## config.mk

```make
export PLATFORM = sky130hd
export DESIGN_NAME = fsnf_queue
export DESIGN_NICKNAME = d
export VERILOG_FILES = /design/src/rtl/fsnf_pkg.sv /design/src/rtl/fsnf_queue.sv
export SDC_FILE = /design/constraint.sdc
export NUM_CORES = 1
export LEC_CHECK = 0
export ABC_AREA = 1
export CORE_AREA = 2 2 96 98
export CTS_BUF_LIST = sky130_fd_sc_hd__clkbuf_8
export CTS_CLUSTER_DIAMETER = 200
export DETAILED_ROUTE_END_ITERATION = 8
export DIE_AREA = 0 0 98 100
export DONT_BUFFER_PORTS = 1
export MAX_ROUTING_LAYER = met4
export PLACE_DENSITY = 0.45
export SLEW_MARGIN = 20
export SYNTH_ARGS = -nofsm -noshare
export SYNTH_HDL_FRONTEND = slang
export SYNTH_SLANG_ARGS = --single-unit
```

## constraint.sdc

```tcl
create_clock -name clk -period 4.7 [get_ports clk]
set_clock_uncertainty 0.15 [all_clocks]
set_input_delay 0.705 -clock clk [delete_from_list [all_inputs] [get_ports clk]]
set_output_delay 0.705 -clock clk [all_outputs]
set_load 0.02 [all_outputs]
```

## src/rtl/fsnf_pkg.sv

```systemverilog
// Shared constants, types and helper functions of the flow sketch block.
`default_nettype none

package fsnf_pkg;

	localparam logic [63:0] MIX_MUL_A = 64'hff51afd7ed558ccd;
	localparam logic [63:0] MIX_MUL_B = 64'hc4ceb9fe1a85ec53;
	localparam int MIX_SHIFT = 33;

	localparam logic [63:0] ROW_SEED [4] = '{
		64'h9e3779b185ebca87, 64'hc2b2ae3d27d4eb4f,
		64'h165667b19e3779f9, 64'hd6e8feb86659fd93
	};

	localparam logic [63:0] BIT_SEED [8] = '{
		64'h27d4eb2f165667c5, 64'h94d049bb133111eb, 64'hbf58476d1ce4e5b9,
		64'h94d049bb133111eb ^ 64'h9e3779b185ebca87,
		64'hd6e8feb86659fd93, 64'ha5b85c5e198ed849,
		64'h165667b19e3779f9 ^ 64'hc2b2ae3d27d4eb4f,
		64'hff51afd7ed558ccd
	};

	// Index reduction folds the 64-bit hash in 16-bit digits, top digit first.
	localparam int MOD_BITS_PER_STEP = 16;
	localparam int MOD_STEPS = 64 / MOD_BITS_PER_STEP;
	localparam int MOD_CNT_W = $clog2(MOD_STEPS);

	typedef enum logic [3:0] {
		F_IDLE,
		F_LOAD,
		F_MUL0,
		F_MUL1,
		F_MUL2,
		F_MIX,
		F_MOD,
		F_FIX,
		F_PUSH
	} front_state_t;

	typedef enum logic [2:0] {
		B_CLEAR,
		B_IDLE,
		B_READ,
		B_WRITE,
		B_OUT
	} back_state_t;

	typedef struct packed {
		logic full;
		logic empty;
	} queue_stat_t;

	function automatic logic [63:0] mix_xs(input logic [63:0] v);
		return v ^ (v >> MIX_SHIFT);
	endfunction

	// Width of one stored index: enough for the larger of the two row sizes.
	function automatic int mod_w(input int cols, input int bits);
		int a;
		int b;
		a = $clog2(cols);
		b = $clog2(bits);
		return (a > b) ? a : b;
	endfunction

endpackage

`default_nettype wire

```

## src/rtl/fsnf_queue.sv

```systemverilog
// Short queue of hashed packets between the front end and the update engine.
`default_nettype none

module fsnf_queue import fsnf_pkg::*; #(
	parameter int WIDTH = 32,
	parameter int DEPTH = 2
) (
	input  wire logic             clk,
	input  wire logic             arst_n,
	input  wire logic             push,
	input  wire logic [WIDTH-1:0] push_data,
	input  wire logic             pop,
	output logic      [WIDTH-1:0] pop_data,
	output queue_stat_t           stat
);

	localparam int PTR_W = $clog2(DEPTH);
	localparam int CNT_W = $clog2(DEPTH + 1);

	logic [WIDTH-1:0] mem_q [DEPTH];
	logic [PTR_W-1:0] wr_ptr_q;
	logic [PTR_W-1:0] rd_ptr_q;
	logic [CNT_W-1:0] count_q;
	logic             do_push;
	logic             do_pop;

	assign stat.full  = count_q == CNT_W'(DEPTH);
	assign stat.empty = count_q == '0;
	assign do_push    = push && !stat.full;
	assign do_pop     = pop && !stat.empty;
	assign pop_data   = mem_q[rd_ptr_q];

	always_ff @(posedge clk or negedge arst_n) begin
		if (!arst_n) begin
			wr_ptr_q <= '0;
			rd_ptr_q <= '0;
			count_q  <= '0;
		end else begin
			if (do_push) begin
				wr_ptr_q <= (wr_ptr_q == PTR_W'(DEPTH - 1)) ? '0 : wr_ptr_q + 1'b1;
			end
			if (do_pop) begin
				rd_ptr_q <= (rd_ptr_q == PTR_W'(DEPTH - 1)) ? '0 : rd_ptr_q + 1'b1;
			end
			if (do_push && !do_pop) begin
				count_q <= count_q + 1'b1;
			end else if (do_pop && !do_push) begin
				count_q <= count_q - 1'b1;
			end
		end
	end

	always_ff @(posedge clk) begin
		if (do_push) begin
			mem_q[wr_ptr_q] <= push_data;
		end
	end

endmodule

`default_nettype wire

```

==> flow_summary_export.csv <==
group,metric,value,unit
synth,number_of_synthesized_register_bits,68,
timing,setup_viol,0,
setup_path,timing.critical_path.fanout_max,33,
clock_network,cts_tree,"yes",
min_path,hold-path-cell-count,0,
grt,grt_pass1_wl,7.06,mm
die,die_area,9800,sq um
detailed_routing,detailedRoute.firstPassIterationCount,6,
setup_path,rr_endpoint,"mem_q[1][13]",
timing,timing.max_slew.rel_slack,0.336,
detailed_routing,route.detailed.drc,0,
cells_and_area,drive_gt1_frac,0.0995,
timing,final_layout_setup_total_negative_slack,0,ns
die,io-pin-count,70,
setup_path,critical_path.endpoint_type,"output pin",
die,die_height,100,microns
grt,use_met2,0.153,
power,pwr_density_cell,688,nW/um^2
synth,primary_flip_flop_cell_chosen_by_synthesis_mapping,"sky130_fd_sc_hd__edfxtp_1",
grt,grt_use_met3,0.0522,
synth,synthesis.yosys.warnings,0,
setup_path,worstSetupPathType,"reg -> out",
clock_network,cts.htree.levels,3,
clock_network,insertion_delay,0.33,ns
die,fp-row-count,35,
cells_and_area,design.final.nets,243,
cells_and_area,final_area,2900,sq um
setup_path,worstPathBufferInverterCount,1,
synth,synth_top_area_frac,0.751,
die,floorplan.initialDensity,0.288,
detailed_routing,detail_route.wl_per_cell,14.5,microns
timing,maxSlewViolCount,0,
clock_network,cts_num_sinks,68,
timing,rsz_0062_raised_after_global_routing,"no",
synth,synth.area.top_cells,"sky130_fd_sc_hd__edfxtp_1 75%, sky130_fd_sc_hd__nand2_1 15%, sky130_fd_sc_hd__dfrtp_1 3.9%, sky130_fd_sc_hd__inv_1 1.0%, sky130_fd_sc_hd__buf_4 0.88%",
timing,final_min_period_over_clock_period,0.506,
grt,number_of_global_route_vias_before_repair,1353,
timing,period_minus_slack,2.38,ns
die,fp.dieW,98,microns
power,ir_drop,340,uV
setup_path,cpPeakStageDelay,0.46,ns
grt,number_of_antenna_violations_at_the_first_check_in_global_routing,0,
clock_network,cts.repair.resized,0,
synth,mappedNetlistNets,236,
clock_network,ctsLongestPathBuffers,2,
grt,grt_start_max_net_pins,34,
placement,port-buffer-count,0,
detailed_routing,vias,1373,
placement,place.detailed.instances,305,
synth,synthesis.instances,199,
run_status,run_status,"finished clean",
clock_network,cts.reportedPaths.clkPinSlew,0.07,ns
setup_path,crit_family,"buffers and inverters",
setup_path,r2r_cells,2,
setup_path,crit_cells,3,
job,drv_cap,0,
synth,synth-edff-count,64,
grt,groute.usage.overall,0.101,
synth,synth-async-reset-ratio,0.0588,
clock_network,root_buf_cell,"sky130_fd_sc_hd__clkbuf_8",
setup_path,arrival,1.52,ns
grt,groute.layer.met1.usage,0.113,
setup_path,worst_setup_path_start_kind,"register",
detailed_routing,detail_route.vias_per_cell,4.26,
power,total_leakage_power,1.13,nW
placement,gp_routability_congestion,0.686,
synth,syn_area_per_cell,12.9,sq um
min_path,timing.hold.worst_endpoint,"mem_q[0][27]",
timing,fmax,0.420,GHz
setup_path,worst_r2r_startpoint,"count_q[0]",
synth,synth_most_common_cell,"sky130_fd_sc_hd__nand2_1",
setup_path,worst-endpoint-required,3.85,ns
clock_network,numCtsBuffers,9,
detailed_routing,drt.antenna.violating_nets,0,
synth,netlist.top_cell.by_area,"sky130_fd_sc_hd__edfxtp_1",
cells_and_area,utilization,0.327,
setup_path,crit_top_cell,"sky130_fd_sc_hd__nand2_1",
cells_and_area,fill_cells,883,
synth,yosysUniqueCellTypes,15,
placement,dp_hpwl,2.74,mm
cells_and_area,antennaDiodeCount,0,
setup_path,worst-r2r-setup-slack,2.66,ns
clock_network,post_cts.repair.setup_buffers,0,
timing,tightest_slew,0.994,ns
cells_and_area,final_cells,322,
detailed_routing,routed_wirelength,4.67,mm
timing,final_hold_viol_count,0,
min_path,min-delay-start,"push_data[27]",
detailed_routing,detail_route.iter0.violations,66,
setup_path,ordered_list_of_cells_on_the_worst_path,"inv_2 -> nand2_1 -> nand2_1",
placement,placedInstanceArea,2680,sq um
setup_path,crit_slowest_cell,"sky130_fd_sc_hd__inv_2",
die,core_area,8890,sq um
synth,mappedNetlistArea,2560,sq um
cells_and_area,area_growth,13.4,%
grt,globalRoute.busiestLayer,"met2",
synth,synth.top_cells.by_count,"105 x sky130_fd_sc_hd__nand2_1, 64 x sky130_fd_sc_hd__edfxtp_1, 7 x sky130_fd_sc_hd__inv_1, 4 x sky130_fd_sc_hd__buf_2, 4 x sky130_fd_sc_hd__dfrtp_1",
min_path,hold_path.class,"in -> reg",
synth,seq_area_frac_synth,0.790,
clock_network,hold_buffers,1,
grt,gr-total-overflow,0,
placed cells by master (no fill, tap or decap):
cell                            count
sky130_fd_sc_hd__nand2_1          105
sky130_fd_sc_hd__edfxtp_1          64
sky130_fd_sc_hd__clkbuf_8           9
sky130_fd_sc_hd__inv_1              7
sky130_fd_sc_hd__dfrtp_1            4
sky130_fd_sc_hd__clkinvlp_4         3
sky130_fd_sc_hd__nor2_2             2
sky130_fd_sc_hd__o21ai_0            2
sky130_fd_sc_hd__bufinv_16          2
sky130_fd_sc_hd__buf_4              2
sky130_fd_sc_hd__inv_2              1
sky130_fd_sc_hd__nor2_1             1
sky130_fd_sc_hd__nor2_4             1
sky130_fd_sc_hd__xnor2_1            1
sky130_fd_sc_hd__nand3b_1           1
sky130_fd_sc_hd__nand3_1            1
sky130_fd_sc_hd__nand4_1            1
sky130_fd_sc_hd__ha_1               1
sky130_fd_sc_hd__clkinv_2           1
sky130_fd_sc_hd__clkinv_1           1
sky130_fd_sc_hd__dlygate4sd3_1      1
worst max-delay path by stage:
stage | from | end | slack (ns)
floorplan | push | mem_q[1][0] | 1.96
global placement | push | mem_q[1][30] | 2.44
detailed placement | push | mem_q[1][27] | 2.43
CTS | rd_ptr_q | pop_data[21] | 2.23
global route | rd_ptr_q | pop_data[14] | 2.13
finish | rd_ptr_q | pop_data[21] | 2.32
cell type report:
class | instances | area, sq um | area share
flip-flops and latches | 68 | 2020 | 0.697
well taps | 111 | 139 | 0.0478
repair buffers | 3 | 25.0 | 0.00862
inverters | 8 | 30.0 | 0.0103
clock buffers | 9 | 124 | 0.0427
clock inverters | 7 | 91.3 | 0.0315
multi-input cells | 116 | 472 | 0.163
per-layer routing:
layer  part of all wire  vias to the layer above
met5                  0                        -
met4             0.0094                        0
met3              0.089                        4
met2               0.49                       54
met1               0.41                      641
li1                   -                      674
registers in the layout, indices dropped and copies added, names as in the netlist:
signal / flops
wr_ptr_q: 1
count_q: 2
rd_ptr_q: 1
mem_q: 64
logic make-up (layout without fill, tap and decap cells):
logic type | after synthesis | after routing | synth area share
AOI/OAI and AO/OA | 2 | 2 | 0.00391
xor gates and xnor gates | 1 | 1 | 0.00342
adders and majority gates | 1 | 1 | 0.00489
buffers and inverters | 15 | 27 | 0.0284
DFF | 68 | 68 | 0.790
and+or+nand+nor | 112 | 112 | 0.169
per-stage QoR:
stage / setup WS (ns) / power, mW / hold slack (ns)
after floorplan: 1.96 / 1.40 / 0.259
after detailed placement: 2.43 / 1.52 / 0.260
after global routing: 2.13 / 2.13 / 0.280
after CTS: 2.23 / 2.04 / 0.291
final: 2.32 / 2.00 / 0.316
after global placement: 2.44 / 1.52 / 0.260
worst register-to-register path, cell delays in order (launching register included):
cell and delay [ns]:
sky130_fd_sc_hd__dfrtp_1 0.48, sky130_fd_sc_hd__o21ai_0 0.22, sky130_fd_sc_hd__nor2_4 0.79
report_power, final:
part	internal, mW	leakage, nW	switching, mW
Clock	0.296	0.0989	0.218
Combinational	0.106	0.388	0.509
Sequential	0.829	0.643	0.0401
Total	1.23	1.13	0.766
Note: power is estimated with default switching activity, not from simulation.
