**src/rtl/fsnf_pkg.sv**
```systemverilog
// Shared constants, types and helper functions of the flow sketch block.
`default_nettype none

package fsnf_pkg;

	localparam logic [63:0] MIX_MUL_A = 64'hff51afd7ed558ccd;
	localparam logic [63:0] MIX_MUL_B = 64'hc4ceb9fe1a85ec53;
	localparam int MIX_SHIFT = 33;

	localparam logic [63:0] ROW_SEED [4] = '{
		64'h9e3779b185ebca87, 64'hc2b2ae3d27d4eb4f,
		64'h165667b19e3779f9, 64'hd6e8feb86659fd93
	};

	localparam logic [63:0] BIT_SEED [8] = '{
		64'h27d4eb2f165667c5, 64'h94d049bb133111eb, 64'hbf58476d1ce4e5b9,
		64'h94d049bb133111eb ^ 64'h9e3779b185ebca87,
		64'hd6e8feb86659fd93, 64'ha5b85c5e198ed849,
		64'h165667b19e3779f9 ^ 64'hc2b2ae3d27d4eb4f,
		64'hff51afd7ed558ccd
	};

	// Index reduction folds the 64-bit hash in 16-bit digits, top digit first.
	localparam int MOD_BITS_PER_STEP = 16;
	localparam int MOD_STEPS = 64 / MOD_BITS_PER_STEP;
	localparam int MOD_CNT_W = $clog2(MOD_STEPS);

	typedef enum logic [3:0] {
		F_IDLE,
		F_LOAD,
		F_MUL0,
		F_MUL1,
		F_MUL2,
		F_MIX,
		F_MOD,
		F_FIX,
		F_PUSH
	} front_state_t;

	typedef enum logic [2:0] {
		B_CLEAR,
		B_IDLE,
		B_READ,
		B_WRITE,
		B_OUT
	} back_state_t;

	typedef struct packed {
		logic full;
		logic empty;
	} queue_stat_t;

	function automatic logic [63:0] mix_xs(input logic [63:0] v);
		return v ^ (v >> MIX_SHIFT);
	endfunction

	// Width of one stored index: enough for the larger of the two row sizes.
	function automatic int mod_w(input int cols, input int bits);
		int a;
		int b;
		a = $clog2(cols);
		b = $clog2(bits);
		return (a > b) ? a : b;
	endfunction

endpackage

`default_nettype wire

```
**src/rtl/fsnf_front.sv**
```systemverilog
// Front end: accepts packets, runs the seeded mixes and reduces them to row indexes.
`default_nettype none

module fsnf_front import fsnf_pkg::*; #(
	parameter int ROWS   = 4,
	parameter int COLS   = 1024,
	parameter int HASHES = 8,
	parameter int BITS   = 4096
) (
	input  wire logic        clk,
	input  wire logic        arst_n,
	input  wire logic        in_valid,
	output logic             in_stall,
	input  wire logic [63:0] flow_key,
	input  wire logic [31:0] weight,
	input  wire logic        clear_busy,
	input  queue_stat_t      qstat,
	output logic             push,
	output logic [32+(ROWS+HASHES)*mod_w(COLS, BITS)-1:0] push_data
);

	localparam int NH      = ROWS + HASHES;
	localparam int J_W     = $clog2(NH);
	localparam int MOD_W   = mod_w(COLS, BITS);
	localparam int ENTRY_W = 32 + NH * MOD_W;
	localparam logic [MOD_W:0] COLS_M = COLS[MOD_W:0];
	localparam logic [MOD_W:0] BITS_M = BITS[MOD_W:0];
	localparam logic [31:0] COLS_RECIP = 32'((64'd1 << 32) / 64'(COLS));
	localparam logic [31:0] BITS_RECIP = 32'((64'd1 << 32) / 64'(BITS));

	front_state_t         state_q, state_d;
	logic [J_W-1:0]       j_q;
	logic                 pass_q;
	logic [MOD_CNT_W-1:0] cnt_q;
	logic [63:0]          key_q;
	logic [31:0]          weight_q;
	logic [63:0]          v_q;
	logic [63:0]          acc_q;
	logic [MOD_W-1:0]     rem_q;
	logic [MOD_W:0]       quo_q;
	logic [MOD_W-1:0]     idx_q [NH];

	logic                 accept;
	logic                 mod_last;
	logic                 hash_last;
	logic [3:0]           j4;
	logic                 is_row;
	logic [63:0]          seed;
	logic [MOD_W:0]       modulus;
	logic [31:0]          recip;
	logic [31:0]          mod_x;
	logic [63:0]          mul_c;
	logic [31:0]          mul_a;
	logic [31:0]          mul_b;
	logic [63:0]          prod;
	logic [MOD_W:0]       quo_m;
	logic [MOD_W:0]       diff;
	logic [MOD_W-1:0]     rem_n;

	assign accept    = in_valid && !in_stall;
	assign mod_last  = cnt_q == MOD_CNT_W'(MOD_STEPS - 1);
	assign hash_last = j_q == J_W'(NH - 1);

	assign j4      = 4'(j_q);
	assign is_row  = j4 < 4'(ROWS);
	assign seed    = is_row ? ROW_SEED[j4[1:0]] : BIT_SEED[3'(j4 - 4'(ROWS))];
	assign modulus = is_row ? COLS_M : BITS_M;
	assign recip   = is_row ? COLS_RECIP : BITS_RECIP;
	assign mul_c   = pass_q ? MIX_MUL_B : MIX_MUL_A;
	assign prod    = mul_a * mul_b;
	// Running remainder followed by the next hash digit.
	assign mod_x   = {MOD_BITS_PER_STEP'(rem_q), v_q[63 -: MOD_BITS_PER_STEP]};

	// Quotient estimate is low by at most one, so one conditional subtract finishes.
	always_comb begin
		quo_m = quo_q * modulus;
		diff  = mod_x[MOD_W:0] - quo_m;
		if (diff >= modulus) begin
			diff = diff - modulus;
		end
		rem_n = diff[MOD_W-1:0];
	end

	always_comb begin
		state_d = state_q;
		unique case (state_q)
			F_IDLE: begin
				if (accept) begin
					state_d = F_LOAD;
				end
			end
			F_LOAD: state_d = F_MUL0;
			F_MUL0: state_d = F_MUL1;
			F_MUL1: state_d = F_MUL2;
			F_MUL2: state_d = F_MIX;
			F_MIX:  state_d = pass_q ? F_MOD : F_MUL0;
			F_MOD:  state_d = F_FIX;
			F_FIX: begin
				if (mod_last) begin
					state_d = hash_last ? F_PUSH : F_LOAD;
				end else begin
					state_d = F_MOD;
				end
			end
			F_PUSH: begin
				if (!qstat.full) begin
					state_d = F_IDLE;
				end
			end
			default: state_d = F_IDLE;
		endcase
	end

	always_comb begin
		in_stall = (state_q != F_IDLE) || clear_busy;
		push     = (state_q == F_PUSH) && !qstat.full;
		mul_a    = v_q[31:0];
		mul_b    = mul_c[31:0];
		unique case (state_q)
			F_MUL1: begin
				mul_b = mul_c[63:32];
			end
			F_MUL2: begin
				mul_a = v_q[63:32];
			end
			F_MOD: begin
				mul_a = mod_x;
				mul_b = recip;
			end
			default: begin
			end
		endcase
	end

	always_ff @(posedge clk or negedge arst_n) begin
		if (!arst_n) begin
			state_q <= F_IDLE;
			j_q     <= '0;
			pass_q  <= 1'b0;
			cnt_q   <= '0;
		end else begin
			state_q <= state_d;
			unique case (state_q)
				F_IDLE: begin
					j_q <= '0;
				end
				F_LOAD: begin
					pass_q <= 1'b0;
				end
				F_MIX: begin
					pass_q <= 1'b1;
					cnt_q  <= '0;
				end
				F_FIX: begin
					cnt_q <= cnt_q + 1'b1;
					if (mod_last && !hash_last) begin
						j_q <= j_q + 1'b1;
					end
				end
				default: begin
				end
			endcase
		end
	end

	always_ff @(posedge clk) begin
		unique case (state_q)
			F_IDLE: begin
				if (accept) begin
					key_q    <= flow_key;
					weight_q <= weight;
				end
			end
			F_LOAD: begin
				v_q <= mix_xs(key_q ^ seed);
			end
			F_MUL0: begin
				acc_q <= prod;
			end
			F_MUL1, F_MUL2: begin
				acc_q[63:32] <= acc_q[63:32] + prod[31:0];
			end
			F_MIX: begin
				v_q   <= mix_xs(acc_q);
				rem_q <= '0;
			end
			F_MOD: begin
				quo_q <= prod[32 +: MOD_W + 1];
			end
			F_FIX: begin
				v_q   <= v_q << MOD_BITS_PER_STEP;
				rem_q <= rem_n;
				if (mod_last) begin
					idx_q[j_q] <= rem_n;
				end
			end
			default: begin
			end
		endcase
	end

	always_comb begin
		push_data = '0;
		push_data[ENTRY_W-1 -: 32] = weight_q;
		for (int i = 0; i < NH; i++) begin
			push_data[i*MOD_W +: MOD_W] = idx_q[i];
		end
	end

endmodule

`default_nettype wire

```
**config.mk**
```make
export PLATFORM = sky130hd
export DESIGN_NAME = fsnf_front
export DESIGN_NICKNAME = d
export VERILOG_FILES = /design/src/rtl/fsnf_pkg.sv /design/src/rtl/fsnf_front.sv
export SDC_FILE = /design/constraint.sdc
export NUM_CORES = 2
export LEC_CHECK = 0
export ABC_AREA = 1
export BUFFER_PORTS_ARGS = -buffer_cell sky130_fd_sc_hd__buf_4
export CORE_UTILIZATION = 64
export DETAILED_ROUTE_END_ITERATION = 16
export PLACE_DENSITY = 0.95
export SYNTH_ARGS = -nofsm -noshare
export SYNTH_HDL_FRONTEND = slang
export SYNTH_SLANG_ARGS = --single-unit
```
**constraint.sdc**
```tcl
create_clock -name clk -period 10.7 [get_ports clk]
set_clock_uncertainty 0.05 [all_clocks]
set_input_delay 3.21 -clock clk [delete_from_list [all_inputs] [get_ports clk]]
set_output_delay 3.21 -clock clk [all_outputs]
set_load 0.03 [all_outputs]
```
==> impl_metrics.yaml <==
placement:
  dp_hpwl_um: 153000
  buffer_ports.inserted: 278
  gp_congestion: 1.09
yosys:
  yosys.area.top_type: "fa_1"
  synth_edf_count: 383
  syn_inst: 5187
  seq_area_frac_synth_pct: 24.0
  ys_ff_latch: 394
  yosys_most_used_dff: "edfxtp_1"
  synth.avg_cell_area_um2: 9.47
  yosysTopAreaCellShare_pct: 35.1
  ys_types: 46
  syn_area_mm2: 0.0491
  synth_fp_nets: 6493
  ys_async_sr_fraction_pct: 2.79
  yosys_warnings: 0
  yosys-top-cells-area: "fa_1 (35%), edfxtp_1 (23%), inv_1 (9.5%)"
cells_and_area:
  fillers: 5516
  final_common_cell: "inv_1"
  syn_to_final_growth_pct: 13.4
  multiInputGateArea_mm2: 0.0321
  final_nets: 7047
  seq_area_mm2: 0.0118
  drive_gt1_share_pct: 14.4
  final_cell_mix: "inv_1 (1,246), fa_1 (862), nand2_1 (781)"
global_route:
  antenna_found_initial: 2
  grt_use_total_pct: 47.1
  first_global_vias: 41500
  grt_pass1_wl_um: 263000
  grt_max_degree: 83
  grt-ovfl-total: 0
die:
  core_area_mm2: 0.0759
  start_util_pct: 64.7
  rows: 101
  die_x_um: 279
  io_pins: 280
  die_area_mm2: 0.0779
  die_h_um: 279
outcome:
  outcome: "finished, violations left"
  violations: "max-capacitance violations"
drt:
  drt_wl_total_um: 180000
  avgRoutedWirePerCell_um: 26.5
  vias_per_cell: 5.99
  post-route-drc-count: 0
  dr.pass1.iters: 12
  vias: 40700
  first_iter_violations: 6139
  ant_nets: 0
worst_setup_path:
  endpoint_kind: "register"
  crit_slowest_cell: "nor2_1"
  crit_required_ns: 11.01
  crit_arrival_ns: 10.89
  startpoint_type: "register"
  worst_path_largest_cell_delay_ns: 0.64
  path_class: "reg -> reg"
  cp_max_fo: 14
  crit_top_cell: "nand2_1"
timing:
  maxSlewHeadroom_pct: 0.00799
  fmax_mhz: 94.5
  setup-violations-final: 0
  min_period_ns: 10.58
  finalMaxSlewViolations: 0
  tightest_slew_ns: 1.49
  period_share_pct: 98.9
  hold_ws_ns: 0.519
  finalHoldViolations: 0
clocking:
  numCtsBuffers: 31
  cts_max_level: 1
  insertion_delay_ns: 0.61
  cts_setup_buffers: 0
  clkTransAtPathRegs_ns: 0.08
  tritoncts: "built"
  cts_num_sinks: 394
  cts_root_buffer: "clkbuf_16"
  cts_buffer_depth: 3
min_path:
  min_path_type: "reg -> reg"
flow_run:
  max_cap_viol_count: 1
==> worst paths after layout <==
path,endpoint,from,slack [ns],cells after the start
min,v_q[31],acc_q[31],0.52,2
max,acc_q[55],state_q[0],0.12,38
min in group asynchronous,j4[2],arst_n,2.38,1
min reg2reg,v_q[31],acc_q[31],0.52,2
max reg2reg,acc_q[55],state_q[0],0.12,38
max in group asynchronous,state_q[1],arst_n,8.06,1
==> layer usage <==
| metal | up-vias | routed length, um | global-route usage [%] |
|---|---|---|---|
| li1 | 16900 | - | - |
| met1 | 19600 | 61400 | 61.2 |
| met2 | 3421 | 77300 | 69.3 |
| met3 | 769 | 28000 | 16.4 |
| met4 | 2 | 13100 | 26.0 |
| met5 | - | 14 | 0 |
==> per-stage QoR <==
stage	setup slack (ns)	utilization [%]	cells	setup TNS (ns)	instance area, um^2
floorplan	1.98	-	5187	0	49100
global placement	0.615	72.0	6737	0	54700
detailed placement	0.464	72.0	6737	0	54700
CTS	0.430	73.3	6793	0	55700
global route	-0.00853	73.4	6795	-0.0123	55700
finish	0.122	73.4	6796	0	55700
==> Yosys cell counts (20+ instances only) <==
library cell	count
inv_1	1246
fa_1	862
nand2_1	783
nor2_1	545
edfxtp_1	383
ha_1	342
nand3_1	155
a21oi_1	154
o21ai_0	110
xor2_1	84
inv_2	80
xnor2_1	65
buf_2	40
or2_2	37
o211ai_1	32
clkbuf_1	30
o22ai_1	30
nor2_2	26
nand4_1	20
nor3_1	20
o221ai_1	20
==> cell families (layout without fill, tap and decap cells) <==
group           Yosys count  after routing  share of synthesized area, %
buf+inv                1406           1982                          10.9
flops                   394            394                          24.0
compound gates          417            417                          5.15
xor+xnor                149            149                          2.66
simple gates           1617           1618                          13.5
other cells               0              2                             0
fa+ha+maj              1204           1204                          43.8
==> worst max-delay path, delay by kind of cell (launching register included) <==
family | cells | cell delay [ns]
fa+ha+maj | 10 | 4.37
flops | 1 | 0.49
simple gates | 14 | 2.76
buf+inv | 9 | 1.30
compound gates | 4 | 1.00
xor+xnor | 1 | 0.35
==> layout make-up <==
type                    count  area share [%]
well taps                1030            2.31
clock buffers              38            1.44
clock inverters            18           0.404
inverters                1328            8.95
diodes                      2         0.00898
multi-input cells        3388            57.6
repair buffers            598            8.13
flip-flops and latches    394            21.1
==> what timing repair did <==
action,CTS,global route
hold buffers,0,0
setup endpoints to repair,0,3
resized for setup,0,3
==> flip-flops by register name, summed over array words and instances, names as in the netlist, 3 cells and up <==
signal and flops:
rem_q 12, key_q 64, state_q 4, j4 4, v_q 64, weight_q 32, acc_q 64, idx_q 144
quo_q 3
Power is left out: the tool's default activity adds up to more than one toggle a clock period on the data nets, which glitch-free logic cannot reach.
